`src/rtl/fupa_ram.sv`:
```
// Generic single-write, single-read RAM with registered read data.
`timescale 1ns / 1ps
module fupa_ram #(
  parameter int WIDTH = 8,
  parameter int DEPTH = 16
) (
  input  logic                     clk,
  input  logic                     we,
  input  logic [$clog2(DEPTH)-1:0] waddr,
  input  logic [WIDTH-1:0]         wdata,
  input  logic [$clog2(DEPTH)-1:0] raddr,
  output logic [WIDTH-1:0]         rdata
);

  logic [WIDTH-1:0] mem [DEPTH];
  logic [WIDTH-1:0] rdata_r;

  always_ff @(posedge clk) begin
    if (we) begin
      mem[waddr] <= wdata;
    end
    rdata_r <= mem[raddr];
  end

  assign rdata = rdata_r;

endmodule

```
`config.mk`:
```
export PLATFORM = sky130hd
export DESIGN_NAME = fupa_ram
export DESIGN_NICKNAME = d
export VERILOG_FILES = /design/src/rtl/fupa_ram.sv
export SDC_FILE = /design/constraint.sdc
export NUM_CORES = 1
export LEC_CHECK = 0
export ABC_CLOCK_PERIOD_IN_PS = 1700
export BUFFER_PORTS_ARGS = -buffer_cell sky130_fd_sc_hd__buf_2
export CORE_ASPECT_RATIO = 1.4
export CORE_UTILIZATION = 54
export DETAILED_ROUTE_END_ITERATION = 7
export PLACE_DENSITY_LB_ADDON = 0.05
export SYNTH_ARGS = -nofsm -noshare
export SYNTH_HDL_FRONTEND = slang
export SYNTH_SLANG_ARGS = --single-unit
```
`constraint.sdc`:
```
create_clock -name clk -period 1.7 [get_ports clk]
set_clock_uncertainty 0.15 [all_clocks]
set_input_delay 0 -clock clk [delete_from_list [all_inputs] [get_ports clk]]
set_output_delay 0 -clock clk [all_outputs]
set_load 0.03 [all_outputs]
```
==> flow_metrics.tcl <==
set metrics [dict create \
    ctsHoldBuffers 10 \
    critPathMaxStageDelay_ns 0.51 \
    ys_ff_latch 136 \
    hp-class "input pin to flop" \
    row_count 41 \
    place.detailed.hpwl_um 5820 \
    met2_usage 0.326 \
    max_cap_violations 0 \
    final_core_util 0.674 \
    die_h_um 118 \
    core_sq_um 9130 \
    ant_nets 0 \
    clock-sinks 136 \
    htreeDepth 4 \
    cts_setup_buffers 0 \
    route.detailed.drc 4 \
    antenna_found_initial 0 \
    tightest_slew_ns 0.343 \
    dr_total_vias 2398 \
    cts_tree "built" \
    period_share 0.855 \
    synth.distinct_cells 19 \
    crit_slowest_cell "mux4_1" \
    post_cts_resized 0 \
    grt_use_met3 0.0638 \
    criticalPathCategory "flop to flop" \
    fin_setup_tns_ns 0 \
    hold_viol 0 \
    clk_latency_ns 0.41 \
    max-vdd-ir-drop_v 0.000881 \
    required_ns 1.84 \
    rsz0062_at_grt "false" \
    report.final.slew_viol_count 0 \
    overflow 0 \
    crit_path_cell_trace "mux4_1 > a22oi_1 > nand2_1" \
    syn-cell-area_sq_um 5150 \
    seq_area_frac_synth 0.778 \
    setup_viol 0 \
    dr.pass1.iters 6 \
    grt_pass1_vias 2485 \
    clockBufferDepth 2 \
    hold_start "raddr[3]" \
    power_leakage_nw 2.13 \
    cp-start-kind "flop" \
    io_buffers 25 \
    diodes 0 \
    final_cell_area_sq_um 6160 \
    crit_arrival_ns 1.59 \
    failed_checks "design-rule violations" \
    cp-startpoint "mem[1][1]" \
    grt_max_degree 33 \
    max-slew-margin-rel 0.771 \
    syn-instance-count 229 \
    dieArea_sq_um 9930 \
    fin_nets 314 \
    pin_count 26 \
    crit_path_end_kind "flop" \
    worstPathMaxFanout 1 \
    wirelength_um 9040 \
    start_util 0.564 \
    avgSynthCellArea_sq_um 22.5 \
    layout_min_cycle_time_ns 1.45 \
    grtUsageTotal 0.198 \
    power.density_nw_per_um2 1200 \
    wire_per_inst_um 21.7 \
    drt_iter0_drc 207 \
    placed_area_sq_um 5530 \
    busiest_layer "met2" \
    use_met1 0.250 \
    grt_pass1_wl_um 14000 \
    root_buffer "clkbuf_16" \
    cts_made_buffers 17 \
    fp.dieW_um 84.5 \
    status "finished with violations" \
    fmax_mhz 688 \
    clk_pin_slew_worst_paths_ns 0.05 \
    routed_via_density 5.76 \
    fin_hold_ws_ns 0.0306 \
    syn_to_final_growth_pct 19.6 \
    yosys_warnings 0 \
    place.gp.congestion 0.753 \
    syn_nets 247 \
    r2r_start "mem[1][1]" \
    drive_gt1_frac 0.298 \
]
==> synthesized netlist by cell type <==
library cell     number  share of area
nand2b_1              2         0.0024
or3b_2                1         0.0017
a22oi_1              16          0.023
nor2b_1               1         0.0012
buf_6                 3         0.0066
and2_1                1         0.0012
buf_2                 3         0.0029
edfxtp_1            128           0.75
mux4_1               14          0.071
nand2_1               9         0.0066
dfxtp_1               8          0.031
nor3_1                4         0.0039
nand3b_1              2         0.0029
clkdlybuf4s25_2       3         0.0058
mux4_2               18          0.079
nand3_1               1        0.00097
buf_4                 1         0.0015
and2b_1               1         0.0015
nor2_1               13         0.0095
==> logic make-up (layout without fill, tap and decap cells) <==
family	count (synthesis)	in the layout	synth area share
flops	136	136	0.778
simple gates	35	35	0.0318
mux	32	32	0.150
compound gates	16	16	0.0233
buf+inv	10	90	0.0168
==> per-stage QoR <==
| step | total power [W] | std cells | worst slack, ns |
|---|---|---|---|
| after floorplan | 0.00407 | 229 | 0.0571 |
| after global placement | 0.00422 | 374 | 0.202 |
| after detailed placement | 0.00423 | 374 | 0.178 |
| after CTS | 0.00744 | 416 | 0.244 |
| after global routing | 0.00762 | 416 | 0.197 |
| final | 0.00738 | 416 | 0.246 |
==> final cells by class <==
type,instances,area (sq um)
Clock inverter,4,20.0
Fill cell,601,2970
Tap cell,107,134
Timing Repair Buffer,58,435
Multi-Input combinational cell,83,1060
Clock buffer,28,507
Sequential cell,136,4000
==> power by group <==
part           leakage (nW)  switching [W]  total [W]  internal, W
Sequential             1.22      0.0000196    0.00377      0.00375
Clock                 0.262        0.00119    0.00320      0.00201
Combinational         0.647       0.000233   0.000407     0.000174
Total                  2.13        0.00145    0.00738      0.00593
==> state kept, by name, summed over array words and instances (netlist names) <==
name / flops
mem: 128
rdata: 8
==> final timing paths <==
check,end,cells past startpoint,slack [ns]
worst min-delay path,rdata[4],5,0.03
worst max register to register,rdata[1],3,0.25
worst max-delay path,rdata[1],3,0.25
worst min register to register,rdata[2],3,0.51
==> worst max-delay path, delay by kind of cell (launching register included) <==
| kind | cells | cell delay (ns) |
|---|---|---|
| AO/OA/AOI/OAI | 1 | 0.24 |
| multiplexers | 1 | 0.51 |
| AND/OR/NAND/NOR | 1 | 0.09 |
| flip-flops | 1 | 0.35 |
==> layer usage <==
metal  vias to the layer above  wire [um]
met5                         -          0
met4                         0        124
met3                        11        337
met2                        56       4680
met1                      1220       3900
li1                       1111          -
==> cell usage in the layout, fill, tap and decap left out, drive strengths merged <==
cell type / instances
nor2b: 1
nand2b: 2
clkinv: 4
mux4: 32
nor3: 4
nand3: 1
clkbuf: 28
and2b: 1
a22oi: 16
nor2: 13
nand2: 9
edfxtp: 128
nand3b: 2
and2: 1
or3b: 1
dlygate4sd3: 10
dfxtp: 8
buf: 48
Note: power is estimated with default switching activity, not from simulation.
