### src/rtl/fupa_pkg.sv
// Package for the fixed unit pool allocator: codes, widths and defaults.
`timescale 1ns / 1ps
package fupa_pkg;

  localparam int DEF_MAX_UNITS = 1024;
  localparam int DEF_MAX_BATCH = 64;
  localparam int DEF_ADDR_BITS = 26;

  localparam int CMD_W   = 2;
  localparam int COUNT_W = 7;
  localparam int STAT_W  = 3;
  localparam int FREE_W  = 11;
  localparam int USIZE_W = 16;
  localparam int UCNT_W  = 11;
  localparam int PROD_W  = USIZE_W + UCNT_W;
  localparam int CFG_IDX_W  = 2;
  localparam int CFG_DATA_W = 16;

  localparam logic [USIZE_W-1:0] USIZE_RESET = 16'd4096;
  localparam logic [UCNT_W-1:0]  UCNT_RESET  = 11'd1024;

  localparam logic [CFG_IDX_W-1:0] REG_UNIT_SIZE  = 2'd0;
  localparam logic [CFG_IDX_W-1:0] REG_UNIT_COUNT = 2'd1;

  localparam logic [CMD_W-1:0] CMD_INIT  = 2'd0;
  localparam logic [CMD_W-1:0] CMD_ALLOC = 2'd1;
  localparam logic [CMD_W-1:0] CMD_FREE  = 2'd2;

  localparam logic [STAT_W-1:0] STAT_OK           = 3'd0;
  localparam logic [STAT_W-1:0] STAT_INIT_REFUSED = 3'd1;
  localparam logic [STAT_W-1:0] STAT_NOT_READY    = 3'd2;
  localparam logic [STAT_W-1:0] STAT_ZERO_COUNT   = 3'd3;
  localparam logic [STAT_W-1:0] STAT_TOO_FEW      = 3'd4;
  localparam logic [STAT_W-1:0] STAT_OUTSIDE      = 3'd5;
  localparam logic [STAT_W-1:0] STAT_FULL         = 3'd6;

  typedef enum logic [1:0] {
    S_IDLE,
    S_INIT_CHK,
    S_FILL,
    S_ALLOC
  } state_t;

endpackage

### src/rtl/fupa_ctrl.sv
// Command sequencer: free list pointers, init fill sweep, alloc read-out, result registers.
`timescale 1ns / 1ps
module fupa_ctrl import fupa_pkg::*; #(
  parameter int MAX_UNITS = DEF_MAX_UNITS,
  parameter int MAX_BATCH = DEF_MAX_BATCH,
  parameter int ADDR_BITS = DEF_ADDR_BITS,
  localparam int PTR_W = $clog2(MAX_UNITS)
) (
  input  logic                 clk,
  input  logic                 rst_n,
  input  logic                 start,
  output logic                 busy,
  input  logic [CMD_W-1:0]     in_command,
  input  logic [COUNT_W-1:0]   in_count,
  input  logic [ADDR_BITS-1:0] in_address,
  input  logic [USIZE_W-1:0]   pool_unit_bytes,
  input  logic [UCNT_W-1:0]    pool_unit_total,
  output logic                 ram_we,
  output logic [PTR_W-1:0]     ram_waddr,
  output logic [ADDR_BITS-1:0] ram_wdata,
  output logic [PTR_W-1:0]     ram_raddr,
  input  logic [ADDR_BITS-1:0] ram_rdata,
  output logic                 out_valid,
  output logic [STAT_W-1:0]    out_status,
  output logic [ADDR_BITS-1:0] out_unit_address,
  output logic                 out_last,
  output logic [FREE_W-1:0]    out_free_units
);

  localparam int FT_W  = $clog2(MAX_UNITS + 1);
  localparam int CMP_W = (ADDR_BITS + 1 > PROD_W) ? ADDR_BITS + 1 : PROD_W;
  localparam logic [CMP_W-1:0] POOL_LIMIT = CMP_W'(1) << ADDR_BITS;
  localparam logic [PTR_W-1:0] LAST_SLOT  = PTR_W'(MAX_UNITS - 1);

  state_t state_r, state_nxt;

  logic [PTR_W-1:0]     rp_r, rp_nxt;
  logic [PTR_W-1:0]     wp_r, wp_nxt;
  logic [FT_W-1:0]      ftot_r, ftot_nxt;
  logic                 ready_r, ready_nxt;
  logic [PROD_W-1:0]    pool_bytes_r, pool_bytes_nxt;
  logic [PROD_W-1:0]    bytes_r, bytes_nxt;
  logic [USIZE_W-1:0]   usize_r, usize_nxt;
  logic [UCNT_W-1:0]    ucount_r, ucount_nxt;
  logic [PTR_W-1:0]     fill_idx_r, fill_idx_nxt;
  logic [ADDR_BITS-1:0] fill_addr_r, fill_addr_nxt;
  logic [COUNT_W-1:0]   rem_r, rem_nxt;

  logic                 ov_r, ov_nxt;
  logic                 oaddr_sel_r, oaddr_sel_nxt;
  logic [STAT_W-1:0]    ostat_r, ostat_nxt;
  logic                 olast_r, olast_nxt;
  logic [FREE_W-1:0]    ofree_r, ofree_nxt;

  logic accept;
  logic init_bad;
  logic fill_done;
  logic alloc_ok;
  logic free_ok;
  logic [STAT_W-1:0] alloc_err;
  logic [STAT_W-1:0] free_err;
  logic [PTR_W-1:0]  rp_inc;
  logic [PTR_W-1:0]  wp_inc;

  assign accept = start && (state_r == S_IDLE);
  assign busy   = (state_r != S_IDLE);

  assign rp_inc = (rp_r == LAST_SLOT) ? '0 : rp_r + PTR_W'(1);
  assign wp_inc = (wp_r == LAST_SLOT) ? '0 : wp_r + PTR_W'(1);

  assign init_bad = ready_r || (usize_r == '0) || (ucount_r == '0) ||
                    (32'(ucount_r) > 32'(MAX_UNITS)) ||
                    (CMP_W'(bytes_r) > POOL_LIMIT);

  assign fill_done = (fill_idx_r == PTR_W'(ucount_r - UCNT_W'(1)));

  always_comb begin
    alloc_ok  = 1'b0;
    alloc_err = STAT_OK;
    if (!ready_r) begin
      alloc_err = STAT_NOT_READY;
    end else if (in_count == '0) begin
      alloc_err = STAT_ZERO_COUNT;
    end else if ((32'(in_count) > 32'(ftot_r)) || (32'(in_count) > 32'(MAX_BATCH))) begin
      alloc_err = STAT_TOO_FEW;
    end else begin
      alloc_ok = 1'b1;
    end
  end

  always_comb begin
    free_ok  = 1'b0;
    free_err = STAT_OK;
    if (!ready_r) begin
      free_err = STAT_NOT_READY;
    end else if (CMP_W'(in_address) >= CMP_W'(pool_bytes_r)) begin
      free_err = STAT_OUTSIDE;
    end else if (32'(ftot_r) >= 32'(MAX_UNITS)) begin
      free_err = STAT_FULL;
    end else begin
      free_ok = 1'b1;
    end
  end

  // next state
  always_comb begin
    state_nxt = state_r;
    unique case (state_r)
      S_IDLE: begin
        if (accept && (in_command == CMD_INIT)) begin
          state_nxt = S_INIT_CHK;
        end else if (accept && (in_command == CMD_ALLOC) && alloc_ok) begin
          state_nxt = S_ALLOC;
        end
      end
      S_INIT_CHK: state_nxt = init_bad ? S_IDLE : S_FILL;
      S_FILL:     state_nxt = fill_done ? S_IDLE : S_FILL;
      S_ALLOC:    state_nxt = (rem_r == COUNT_W'(1)) ? S_IDLE : S_ALLOC;
      default:    state_nxt = S_IDLE;
    endcase
  end

  // datapath and result registers
  always_comb begin
    rp_nxt         = rp_r;
    wp_nxt         = wp_r;
    ftot_nxt       = ftot_r;
    ready_nxt      = ready_r;
    pool_bytes_nxt = pool_bytes_r;
    bytes_nxt      = bytes_r;
    usize_nxt      = usize_r;
    ucount_nxt     = ucount_r;
    fill_idx_nxt   = fill_idx_r;
    fill_addr_nxt  = fill_addr_r;
    rem_nxt        = rem_r;
    ov_nxt         = 1'b0;
    oaddr_sel_nxt  = 1'b0;
    ostat_nxt      = ostat_r;
    olast_nxt      = olast_r;
    ofree_nxt      = ofree_r;
    ram_we         = 1'b0;
    ram_waddr      = wp_r;
    ram_wdata      = in_address;
    ram_raddr      = rp_r;

    unique case (state_r)
      S_IDLE: begin
        if (accept) begin
          case (in_command)
            CMD_INIT: begin
              usize_nxt  = pool_unit_bytes;
              ucount_nxt = pool_unit_total;
              bytes_nxt  = PROD_W'(pool_unit_bytes) * PROD_W'(pool_unit_total);
            end
            CMD_ALLOC: begin
              if (alloc_ok) begin
                rem_nxt = in_count;
              end else begin
                ov_nxt    = 1'b1;
                ostat_nxt = alloc_err;
                olast_nxt = 1'b1;
                ofree_nxt = FREE_W'(ftot_r);
              end
            end
            CMD_FREE: begin
              ov_nxt    = 1'b1;
              olast_nxt = 1'b1;
              if (free_ok) begin
                ram_we    = 1'b1;
                wp_nxt    = wp_inc;
                ftot_nxt  = ftot_r + FT_W'(1);
                ostat_nxt = STAT_OK;
                ofree_nxt = FREE_W'(ftot_r + FT_W'(1));
              end else begin
                ostat_nxt = free_err;
                ofree_nxt = FREE_W'(ftot_r);
              end
            end
            default: begin
              // unused command: no result
            end
          endcase
        end
      end
      S_INIT_CHK: begin
        if (init_bad) begin
          ov_nxt    = 1'b1;
          ostat_nxt = STAT_INIT_REFUSED;
          olast_nxt = 1'b1;
          ofree_nxt = FREE_W'(ftot_r);
        end else begin
          fill_idx_nxt  = '0;
          fill_addr_nxt = '0;
        end
      end
      S_FILL: begin
        ram_we        = 1'b1;
        ram_waddr     = fill_idx_r;
        ram_wdata     = fill_addr_r;
        fill_idx_nxt  = fill_idx_r + PTR_W'(1);
        fill_addr_nxt = fill_addr_r + ADDR_BITS'(usize_r);
        if (fill_done) begin
          rp_nxt         = '0;
          wp_nxt         = (32'(ucount_r) >= 32'(MAX_UNITS)) ? '0 : PTR_W'(ucount_r);
          ftot_nxt       = FT_W'(ucount_r);
          pool_bytes_nxt = bytes_r;
          ready_nxt      = 1'b1;
          ov_nxt         = 1'b1;
          ostat_nxt      = STAT_OK;
          olast_nxt      = 1'b1;
          ofree_nxt      = FREE_W'(ucount_r);
        end
      end
      S_ALLOC: begin
        // read issued at rp now; data and result registers line up next cycle
        rp_nxt        = rp_inc;
        ftot_nxt      = ftot_r - FT_W'(1);
        rem_nxt       = rem_r - COUNT_W'(1);
        ov_nxt        = 1'b1;
        oaddr_sel_nxt = 1'b1;
        ostat_nxt     = STAT_OK;
        olast_nxt     = (rem_r == COUNT_W'(1));
        ofree_nxt     = FREE_W'(ftot_r - FT_W'(1));
      end
      default: begin
      end
    endcase
  end

  always_ff @(posedge clk) begin
    if (!rst_n) begin
      state_r      <= S_IDLE;
      rp_r         <= '0;
      wp_r         <= '0;
      ftot_r       <= '0;
      ready_r      <= 1'b0;
      pool_bytes_r <= '0;
      rem_r        <= '0;
      fill_idx_r   <= '0;
      ov_r         <= 1'b0;
      oaddr_sel_r  <= 1'b0;
    end else begin
      state_r      <= state_nxt;
      rp_r         <= rp_nxt;
      wp_r         <= wp_nxt;
      ftot_r       <= ftot_nxt;
      ready_r      <= ready_nxt;
      pool_bytes_r <= pool_bytes_nxt;
      rem_r        <= rem_nxt;
      fill_idx_r   <= fill_idx_nxt;
      ov_r         <= ov_nxt;
      oaddr_sel_r  <= oaddr_sel_nxt;
    end
  end

  always_ff @(posedge clk) begin
    bytes_r     <= bytes_nxt;
    usize_r     <= usize_nxt;
    ucount_r    <= ucount_nxt;
    fill_addr_r <= fill_addr_nxt;
    ostat_r     <= ostat_nxt;
    olast_r     <= olast_nxt;
    ofree_r     <= ofree_nxt;
  end

  assign out_valid        = ov_r;
  assign out_status       = ostat_r;
  assign out_last         = olast_r;
  assign out_free_units   = ofree_r;
  assign out_unit_address = oaddr_sel_r ? ram_rdata : '0;

endmodule

### config.mk
export PLATFORM = sky130hd
export DESIGN_NAME = fupa_ctrl
export DESIGN_NICKNAME = d
export VERILOG_FILES = /design/src/rtl/fupa_pkg.sv /design/src/rtl/fupa_ctrl.sv
export SDC_FILE = /design/constraint.sdc
export NUM_CORES = 1
export LEC_CHECK = 0
export BUFFER_PORTS_ARGS = -buffer_cell sky130_fd_sc_hd__buf_2
export CORE_ASPECT_RATIO = 2
export CORE_MARGIN = 2
export CORE_UTILIZATION = 50
export DETAILED_ROUTE_END_ITERATION = 16
export PLACE_DENSITY_LB_ADDON = 0.3
export RECOVER_POWER = 50
export SYNTH_ARGS = -nofsm -noshare
export SYNTH_HDL_FRONTEND = slang
export SYNTH_SLANG_ARGS = --single-unit
### constraint.sdc
create_clock -name clk -period 10.53 [get_ports clk]
set_input_delay 1.053 -clock clk [delete_from_list [all_inputs] [get_ports clk]]
set_output_delay 1.053 -clock clk [all_outputs]
set_load 0.02 [all_outputs]
==> results by group, run 1 <==
Placed design
  • GP Congestion: between 0.9 and 1
  • Port bufs: 180
  • Final HPWL DP: 36,400 µm

Layout
  • Fin util: 56.1%
  • Area growth syn-to-layout: 10.2%
  • Filler cell count: 2,967
  • Reg area: 4450 µm²
  • Nets: 2,325
  • Layout cell share with drive strength beyond 1: under 10%
  • Area of the multi-input gates: about 10,000 µm²

STA
  • Hold Worst Slack: 489 ps
  • Total negative slack: 0 ps
  • Slew margin rel.: -152%
  • Final-report max-slew violation count: 250
  • Setup violations, final: 0
  • Fraction of the cycle the final worst path needs: about 61%
  • RSZ-0062 raised after global routing: false
  • Clk_skew: about 14 ps
  • Worst-Margin Slew: 3790 ps
  • Final Critical Period: ~6400 ps
  • Fmax: 156 MHz
  • Fin. Hold Viols: 0

Global routing
  • Global route total overflow: 0
  • Largest net degree at the start of global routing: 80
  • Vias in the first global route: 14,200
  • Met1 Track Usage GR: between 20 and 30%
  • Overall routing resource usage: 27.5%
  • Met2 GRT Util: 51.5%
  • Met3 Use GR: 3.62%
  • Antenna violations before repair: 1
  • First-pass GRT wire length: 71,600 µm
  • Most used routing layer: met2

Drt
  • DRT Wirelength: roughly 45,000 µm
  • Vias/cell: 5.70
  • DRC viols: 0
  • DR WL/cell: 18.8 µm
  • Vias: 13,800
  • DR pass1 iterations: 5
  • Antenna violation net count after detailed routing: 0
  • 1st-iter DRT viols: 1,039

Critical path
  • Critical Path AT: 6610 ps
  • R2R Path Start: state_r[1]
  • Depth of the worst register-to-register path: 6
  • Reg2reg setup slack: about 4600 ps
  • Setup CP Type: in2reg
  • Critical path launch point type: input port
  • CP max FO: 17
  • Critical Path End Type: flip-flop
  • WP data required: approximately 11,000 ps
  • Reg-to-Reg End: wp_r[9]

Die
  • Initial Util: 50.9%
  • Chip height: 257 µm
  • Top-Level Pins: 181
  • Die area: ~34,000 µm²
  • Area of the core: 31,500 µm²
  • Die W: 131 µm
  • Std-Cell Rows: 92

Worst hold path
  • Class of the worst hold path: reg2reg
  • HP Start: rem_r[1]
  • Hold depth: 2
  • Hold Path End: rem_r[1]

Pwr
  • Peak supply drop: 0.000128 V
  • Total power: 3.20 mW
  • Lkg Pwr: 7.80 nW
  • Pwr/cell area: 181 nW/µm²

Logic synthesis
  • Syn. warnings: 0
  • Flops & latches, synth: 175
  • Synth area leader: edfxtp_1
  • Async SR Flop Fraction: 0%
  • Post-synthesis cell type count: 63
  • Synth area leaders: edfxtp_1 (18%), fa_1 (16%), dfxtp_1 (10%)
  • Mapped Area: approximately 16,000 µm²
  • Top_reg_cell synth: edfxtp_1
  • Post-Syn Instances: about 1,900
  • EDFF count, synth: 95
  • Syn_nets: between 2,000 and 2,500
  • Seq/Total Area, Yosys: roughly 28%
  • Synth cell count leaders: nand2_1 (276), inv_1 (222), nor2_1 (131)
  • Yosys top cell area share: 17.8%
  • Average size of a mapped cell: 8.65 µm²
  • Most frequent cell after synthesis: nand2_1

Clock network
  • Clock Tree Buf Depth: 2
  • CTS tree: done
  • Post-CTS Setup Inserts: 0
  • CTS Buf Count: 17
  • Post_cts resized: 0
  • Clock tree sinks: 175
  • Clk Latency, worst-skew pair: 450 ps
  • Clk slew on worst S/H paths: 70 ps
  • CTS H-tree depth: 4
  • CTS root buf: clkbuf_16
  • Cts-stage hold buffer count: 0

Status
  • Status: complete, but fails checks
  • Failing checks: max-capacitance violations, max-slew violations

Job
  • Max Cap Viol: 4
-- registers in the layout, indices dropped and copies added (netlist names), 2 cells and up --
signal	count
rem_r	7
ram_raddr	10
state_r	2
ucount_r	11
wp_r	10
ftot_r	11
pool_bytes_r	27
fill_idx_r	10
fill_addr_r	26
bytes_r	27
out_free_units	11
out_status	3
usize_r	16
-- kinds of logic (layout without fill, tap and decap cells) --
kind of cell | count (synthesis) | in the layout | synth area share (%)
AND/OR/NAND/NOR | 698 | 698 | 20.6
flip-flops | 175 | 175 | 27.7
multiplexers | 42 | 42 | 2.63
other | 0 | 1 | 0
AO/OA/AOI/OAI | 315 | 315 | 12.6
adder cells (fa/ha/maj) | 252 | 252 | 25.5
buffers and inverters | 308 | 447 | 7.26
XOR/XNOR | 66 | 66 | 3.60
-- cells in the final DEF (no fill, tap or decap), types with 6 or more instances in the layout --
cell type / n
nand3_1: 33
xor2_1: 19
buf_4: 6
edfxtp_1: 95
and2_1: 101
ha_1: 126
nor3b_1: 6
or4_1: 8
nor4_1: 22
clkbuf_16: 17
a31oi_1: 16
nor2b_1: 12
or3_1: 15
dfxtp_1: 80
a21o_1: 12
a21boi_0: 6
o211ai_1: 13
buf_2: 112
nor2_1: 130
nand4_1: 7
and3_1: 23
nor3_1: 31
a311oi_1: 8
o21ai_0: 67
fa_1: 126
o31ai_1: 9
and2_0: 19
inv_1: 222
nand2_1: 275
a21oi_1: 87
o21a_1: 17
mux2i_1: 41
clkbuf_1: 74
xnor2_1: 47
a211oi_1: 19
-- cell type report --
class / instances / area share [%]
Sequential cell: 175 / 25.2
Antenna cell: 1 / 0.0141
Clock inverter: 13 / 0.587
Tap cell: 423 / 2.99
Inverter: 224 / 4.75
Timing Repair Buffer: 191 / 4.97
Clock buffer: 19 / 2.50
Multi-Input combinational cell: 1373 / 59.0
-- metrics by stage --
stage / cell area (µm²) / cells / setup slack, ps
after detailed placement: 17300 / 2386 / 4020
after CTS: 17800 / 2418 / 4480
after global placement: 17300 / 2386 / 4100
after floorplan: 16100 / 1856 / 4440
after global routing: 17700 / 2418 / 3830
final: 17700 / 2419 / 4110
-- routing by layer --
metal  routed length, µm  vias up
met5                  13        -
met3                1980      157
met4                3060        2
met2               24800      458
li1                    -     6506
met1               15600     6661
-- report_power, final --
group	switching, mW	internal (mW)	total [mW]	leakage [nW]
Combinational	0.985	0.733	1.72	6.03
Clock	0.287	0.311	0.598	0.253
Sequential	0.0337	0.855	0.889	1.52
Total	1.31	1.90	3.20	7.80
-- worst max-delay path: stages --
cell      delay (ps)
clkbuf_1         620
nand2_1          200
fa_1             530
fa_1             520
inv_1             50
fa_1             460
fa_1             550
inv_1             50
fa_1             530
inv_1             40
ha_1             350
a21oi_1          160
o22ai_1           90
a211o_1          370
a211o_1          330
a211oi_1         300
o31ai_1          120
a21oi_1          180
xnor2_1           70
-- worst max path at each step --
| stage | start | slack, ps | to |
|---|---|---|---|
| 6_report | pool_unit_total[3] | 4110 | bytes_r[26] |
| 3_3_place_gp | pool_unit_total[7] | 4100 | bytes_r[26] |
| 2_1_floorplan | pool_unit_total[10] | 4440 | bytes_r[26] |
| 5_1_grt | pool_unit_total[4] | 3830 | bytes_r[26] |
| 4_1_cts | pool_unit_total[7] | 4480 | bytes_r[26] |
| 3_5_place_dp | pool_unit_total[7] | 4020 | bytes_r[26] |
Note: power is estimated with default switching activity, not from simulation.
==> run 2: changes to the inputs <==
==> constraint.sdc (replaced) <==
create_clock -name clk -period 6.17 [get_ports clk]
set_input_delay 0.617 -clock clk [delete_from_list [all_inputs] [get_ports clk]]
set_output_delay 0.617 -clock clk [all_outputs]
set_load 0.02 [all_outputs]
==> run 2 against run 1 <==
The run still ends with max-capacitance violations, max-slew violations left. Critical path depth unchanged. Highest routed layer unchanged. Non-clock buffer count increased by 4. Largest power group unchanged. Critical endpoint unchanged. Sequential share of layout area decreased by 0.18 points. Clock skew about the same. Via count increased by 1.2%. Clock power increased by 96%.
==> results by group, run 2 (synthesis gave the netlist of run 1 again) <==
Global routing
  • First-pass GRT wire length: 74,200 µm (+3.6%)
  • Overall routing resource usage: 28.5% (+1.1 points)
  • Vias in the first global route: 14,800 (+4.3%)
  • Global route total overflow: 0 (unchanged)
  • Largest net degree at the start of global routing: 56 (-30%)
  • Antenna violations before repair: 2 (+1)

STA
  • Total negative slack: 0 ps (unchanged)
  • Final-report max-slew violation count: 104 (-58%)
  • Fmax: 172 MHz
  • RSZ-0062 raised after global routing: false
  • Fraction of the cycle the final worst path needs: 94.1%
  • Final Critical Period: 5810 ps
  • Fin. Hold Viols: 0 (unchanged)
  • Clk_skew: 14.2 ps (+0.0371 ps)
  • Slew margin rel.: -97.6% (+55 points)
  • Worst-Margin Slew: 2960 ps (-822 ps)
  • Setup violations, final: 0 (unchanged)

Drt
  • Vias/cell: 5.76 (+1.1%)
  • DRT Wirelength: 46,400 µm (+2.1%)
  • Vias: 14,000 (+1.2%)
  • Antenna violation net count after detailed routing: 0 (unchanged)
  • DR WL/cell: 19.2 µm (+2.0%)
  • DRC viols: 0 (unchanged)
  • DR pass1 iterations: 5 (unchanged)
  • 1st-iter DRT viols: 964 (-7.2%)

Die
  • Area of the core: 31,500 µm² (unchanged)
  • Top-Level Pins: 181 (unchanged)
  • Std-Cell Rows: 92 (unchanged)
  • Die W: 131 µm (unchanged)
  • Chip height: 257 µm (unchanged)
  • Die area: 33,700 µm² (unchanged)
  • Initial Util: 50.9% (unchanged)

Pwr
  • Internal Power: 3.40 mW (+79%)
  • Combinational power share: 52.2% (-1.4 points)
  • Switch share: 39.5% (-1.3 points)
  • Clk pwr share: 20.8% (+2.1 points)
  • Peak supply drop: 0.000257 V (+100%)
  • Total power: 5.63 mW (+76%)
  • Sequential share of power: 27.0% (-0.7 points)
  • Pwr/cell area: 316 nW/µm² (+74%)
  • Lkg Pwr: 7.93 nW (+1.7%)
  • Sw Pwr: 2.22 mW (+70%)

Status
  • Status: complete, but fails checks
  • Failing checks: max-capacitance violations, max-slew violations

Critical path
  • CP max-delay cell: fa_1
  • Most used cell, CP: fa_1
  • Buf/Inv on CP: 4 (unchanged)
  • Critical Path AT: 6000 ps (-610 ps)
  • Depth of the worst register-to-register path: 8 (+2)
  • Worst path depth: 19 (unchanged)
  • Critical Path End Type: flip-flop
  • Setup CP Type: in2reg
  • Crit path cell chain: clkbuf_1 -> nand2_1 -> fa_1 -> inv_1 -> fa_1 -> fa_1 -> fa_1 -> inv_1 -> fa_1 -> inv_1 -> ha_1 -> nand3_1 -> o22ai_1 -> a211o_1 -> a211o_1 -> a211oi_1 -> o31ai_1 -> a21oi_1 -> xnor2_1
  • Critical path launch point type: input port
  • CP peak stage delay: 570 ps (-50 ps)
  • Delay-heaviest family, CP: adder cells
  • CP max FO: 12 (-5)
  • WP data required: 6360 ps (-4360 ps)

Clock network
  • Clk Latency, worst-skew pair: 460 ps (about the same)
  • Post-CTS Setup Inserts: 0 (unchanged)
  • Post_cts resized: 0 (unchanged)
  • CTS Buf Count: 17 (unchanged)
  • CTS H-tree depth: 4 (unchanged)
  • Clk slew on worst S/H paths: 60 ps (about the same)
  • Clock tree sinks: 175 (unchanged)
  • CTS root buf: clkbuf_16
  • Cts-stage hold buffer count: 0 (unchanged)
  • Clock Tree Buf Depth: 2 (unchanged)
  • CTS tree: done

Layout
  • Area of the multi-input gates: 10,400 µm² (about the same)
  • Filler cell count: 3,004 (+1.2%)
  • Most frequent cells in the layout: nand2_1 (276), inv_1 (221), buf_2 (134)
  • Nets: 2,329 (+0.17%)
  • Layout cell share with drive strength beyond 1: 9.20% (+1.3 points)
  • Reg area: 4450 µm² (unchanged)
  • Biggest regs: bytes_r: 27 flops, pool_bytes_r: 27 flops, fill_addr_r: 26 flops
  • Leading cell type in the layout, fill and taps excluded: nand2_1
  • Area growth syn-to-layout: 11.0%

Worst hold path
  • Class of the worst hold path: in2reg
  • Hold depth: 3 (+1)

Placed design
  • Port bufs: 180 (unchanged)
  • Final HPWL DP: 37,000 µm (+1.6%)
  • GP Congestion: 0.929 (-0.92%)

Job
  • Max Cap Viol: 2 (-2)
==> run 2: cell types whose count changed in the layout (fill, tap and decap cells not counted), sizes merged <==
cell      change
bufinv        +4
inv           -2
buf          +26
clkbuf       -24
clkinv        +3
clkinvlp      -3
==> run 2: area by class of cell <==
type / count / area share [%]
Multi-Input combinational cell: 1373 / 58.6
Sequential cell: 175 / 25.0
Timing Repair Buffer: 195 / 5.26
Inverter: 224 / 4.72
Tap cell: 423 / 2.97
Clock buffer: 17 / 2.39
Clock inverter: 15 / 1.08
Antenna cell: 1 / 0.0140
==> run 2: worst paths after layout <==
kind	slack, ps	from	end
worst min register to register	500	rem_r[1]	rem_r[1]
worst min-delay path	470	in_count[2]	rem_r[2]
worst max register to register	740	state_r[1]	pool_bytes_r[26]
worst max-delay path	360	pool_unit_bytes[4]	bytes_r[26]
==> run 2: power groups by stage <==
| stage | Clock, mW | Combinational (mW) | Sequential, mW |
|---|---|---|---|
| 3_3_place_gp | 0 | 2.81 | 1.54 |
| 2_1_floorplan | 0 | 2.27 | 1.52 |
| 4_1_cts | 1.18 | 2.94 | 1.51 |
| 3_5_place_dp | 0 | 2.91 | 1.54 |
| 5_1_grt | 1.23 | 3.36 | 1.52 |
| 6_report | 1.17 | 2.94 | 1.52 |
==> run 2: through the flow <==
stage / instance area, µm² / hold slack [ps] / std cells / setup slack (ps) / util [%]
2_1_floorplan: 16100 / 460 / 1856 / 513 / -
3_3_place_gp: 17300 / 475 / 2390 / 257 / 54.8
3_5_place_dp: 17300 / 486 / 2390 / 85.8 / 54.8
4_1_cts: 17900 / 465 / 2422 / 520 / 56.8
5_1_grt: 17800 / 468 / 2422 / 184 / 56.5
6_report: 17800 / 474 / 2423 / 364 / 56.5
==> run 2: tightest hold or removal path, delay by kind of cell <==
family	cells	cell delay, ps
buffers and inverters	1	120
and+or+nand+nor	1	60
AOI/OAI and AO/OA	1	70
==> run 2: metal layers <==
| layer | vias to the layer above | wire, µm | global-route usage, % |
|---|---|---|---|
| li1 | 6513 | - | - |
| met1 | 6786 | 15700 | 28.0 |
| met2 | 456 | 24900 | 52.2 |
| met3 | 199 | 1960 | 4.39 |
| met4 | 2 | 3800 | 21.0 |
| met5 | - | 13 | 0 |
==> run 3: changes to the inputs <==
--- a/config.mk
+++ b/config.mk
@@ -9,9 +9,11 @@
 export CORE_ASPECT_RATIO = 2
 export CORE_MARGIN = 2
 export CORE_UTILIZATION = 50
+export CTS_CLUSTER_SIZE = 25
 export DETAILED_ROUTE_END_ITERATION = 16
 export PLACE_DENSITY_LB_ADDON = 0.3
 export RECOVER_POWER = 50
+export SETUP_SLACK_MARGIN = 0.4
 export SYNTH_ARGS = -nofsm -noshare
 export SYNTH_HDL_FRONTEND = slang
 export SYNTH_SLANG_ARGS = --single-unit
==> run 3 against run 2 <==
The run still ends with max-capacitance violations, max-slew violations left. Sequential share of layout area barely moved. Largest power group unchanged. Critical path depth unchanged. Via count grew 0.28%. Clock power about the same. Largest cell class unchanged. Core utilization about the same. Sequential power hardly changed. Count of clock-buffer cells in the layout unchanged. Die area is the same. Final cell count about the same. Maximum frequency rose by 0.40%.
==> results by group, run 3 (synthesis gave the netlist of run 1 again) <==
Status
  • Status: complete, but fails checks
  • Failing checks: max-capacitance violations, max-slew violations

STA
  • RSZ-0062 raised after global routing: true
  • Final-report max-slew violation count: 111 (+6.7%)
  • Clk_skew: 13.4 ps (-0.852 ps)
  • Fin. Hold Viols: 0 (unchanged)
  • Setup violations, final: 0 (unchanged)
  • Fmax: 173 MHz (+0.40%)
  • Slew margin rel.: -98.1% (-0.57 points)
  • Worst-Margin Slew: 2970 ps (+8.55 ps)
  • Final Critical Period: 5780 ps (-23.3 ps)
  • Fraction of the cycle the final worst path needs: 93.7% (-0.38 points)
  • Total negative slack: 0 ps (unchanged)
  • Hold Worst Slack: 472 ps (-1.13 ps)

Critical path
  • Critical Path End Type: flip-flop
  • Critical path launch point type: input port
  • CP max FO: 12 (unchanged)
  • WP data required: 6360 ps (about the same)
  • Critical Path AT: 5980 ps (-20 ps)
  • Setup CP Type: in2reg
  • Depth of the worst register-to-register path: 7 (-1)

Layout
  • Fin util: 56.6% (about the same)
  • Nets: 2,330 (+0.043%)
  • Biggest regs: bytes_r: 27 flops, pool_bytes_r: 27 flops, fill_addr_r: 26 flops
  • Layout cell share with drive strength beyond 1: 9.10% (-0.10 points)
  • Leading cell type in the layout, fill and taps excluded: nand2_1
  • Area of the multi-input gates: 10,500 µm² (about the same)
  • Area growth syn-to-layout: 11.1% (about the same)
  • Reg area: 4450 µm² (unchanged)
  • Final cell count without fillers: 2,424 (+0.041%)
  • Filler cell count: 3,008 (+0.13%)
  • Most frequent cells in the layout: nand2_1 (276), inv_1 (221), nor2_1 (130)

Clock network
  • Clock tree sinks: 175 (unchanged)
  • Clock Tree Buf Depth: 2 (unchanged)
  • CTS tree: done
  • CTS H-tree depth: 4 (unchanged)
  • CTS root buf: clkbuf_16
  • Clk slew on worst S/H paths: 70 ps (about the same)
  • Cts-stage hold buffer count: 0 (unchanged)
  • Clk Latency, worst-skew pair: 460 ps (about the same)
  • CTS Buf Count: 17 (unchanged)

Drt
  • 1st-iter DRT viols: 973 (+0.93%)
  • DR WL/cell: 19.2 µm (+0.11%)
  • Vias/cell: 5.77 (+0.24%)
  • DRT Wirelength: 46,500 µm (+0.16%)
  • Met2 WL: 24,900 µm (about the same)
  • Vias: 14,000 (+0.28%)
  • Routed length on met3: 2010 µm (+2.8%)
  • DR pass1 iterations: 7 (+2)
  • Top sig layer: met5
  • Antenna violation net count after detailed routing: 0 (unchanged)
  • M1 WL: 15,700 µm (+0.13%)
  • DRC viols: 0 (unchanged)

Die
  • Die area: 33,700 µm² (unchanged)
  • Die W: 131 µm (unchanged)
  • Std-Cell Rows: 92 (unchanged)
  • Area of the core: 31,500 µm² (unchanged)
  • Chip height: 257 µm (unchanged)
  • Initial Util: 50.9% (unchanged)
  • Top-Level Pins: 181 (unchanged)

Pwr
  • Total power: 5.65 mW (+0.37%)
  • Peak supply drop: 0.000257 V (about the same)
  • Lkg Pwr: 7.93 nW (about the same)
  • Pwr/cell area: 316 nW/µm² (+0.30%)

Placed design
  • Port bufs: 180 (unchanged)
  • Final HPWL DP: 37,000 µm (unchanged)
  • GP Congestion: 0.929 (unchanged)
  • Dpl cells: 2,390 (unchanged)

Global routing
  • First-pass GRT wire length: 74,200 µm (unchanged)
  • Largest net degree at the start of global routing: 56 (unchanged)
  • Global route total overflow: 0 (unchanged)
  • Overall routing resource usage: 28.5% (unchanged)
  • Antenna violations before repair: 2 (unchanged)
  • Vias in the first global route: 14,800 (unchanged)

Worst hold path
  • Class of the worst hold path: in2reg
  • Hold depth: 3 (unchanged)

Job
  • Max Cap Viol: 2 (unchanged)
run 3: layout make-up:
class,count,share of cell area (%)
Antenna cell,1,0.0140
Clock buffer,17,2.38
Clock inverter,15,1.08
Inverter,224,4.71
Multi-Input combinational cell,1373,58.6
Sequential cell,175,25.0
Tap cell,423,2.97
Timing Repair Buffer,196,5.30
run 3: critical path, stage by stage:
cell	delay [ps]
clkbuf_1	440
nand2_1	160
fa_1	520
fa_1	550
inv_1	60
fa_1	500
fa_1	550
inv_1	50
fa_1	530
inv_1	50
ha_1	340
a21oi_1	160
o22ai_1	100
a211o_1	360
a211o_1	340
a211oi_2	230
o31ai_1	100
a21oi_1	200
xnor2_1	90
run 3: worst paths after layout:
path,start,to,slack [ps]
min,in_count[1],rem_r[1],470
min reg2reg,rem_r[1],rem_r[1],500
max,pool_unit_bytes[1],bytes_r[26],390
max reg2reg,state_r[1],fill_addr_r[0],920
run 3: what timing repair did:
item	in CTS	in global routing
resized for setup	0	4
buffers inserted	0	1
setup endpoints to repair	0	2
run 3: metal layers:
metal,up-vias,global-route usage [%]
met5,-,0
met1,6781,28.0
li1,6515,-
met4,2,21.0
met3,206,4.39
met2,491,52.2
run 3: power by group:
part	total, mW	internal [mW]	leakage [nW]	switching (mW)
registers	1.52	1.46	1.52	0.0580
logic	2.96	1.28	6.11	1.68
clock network	1.17	0.676	0.298	0.492
run 3: stage by stage:
step	cell area [µm²]	worst slack, ps
CTS	17900	520
global route	17800	201
global placement	17300	257
detailed placement	17300	85.8
finish	17800	387
floorplan	16100	513
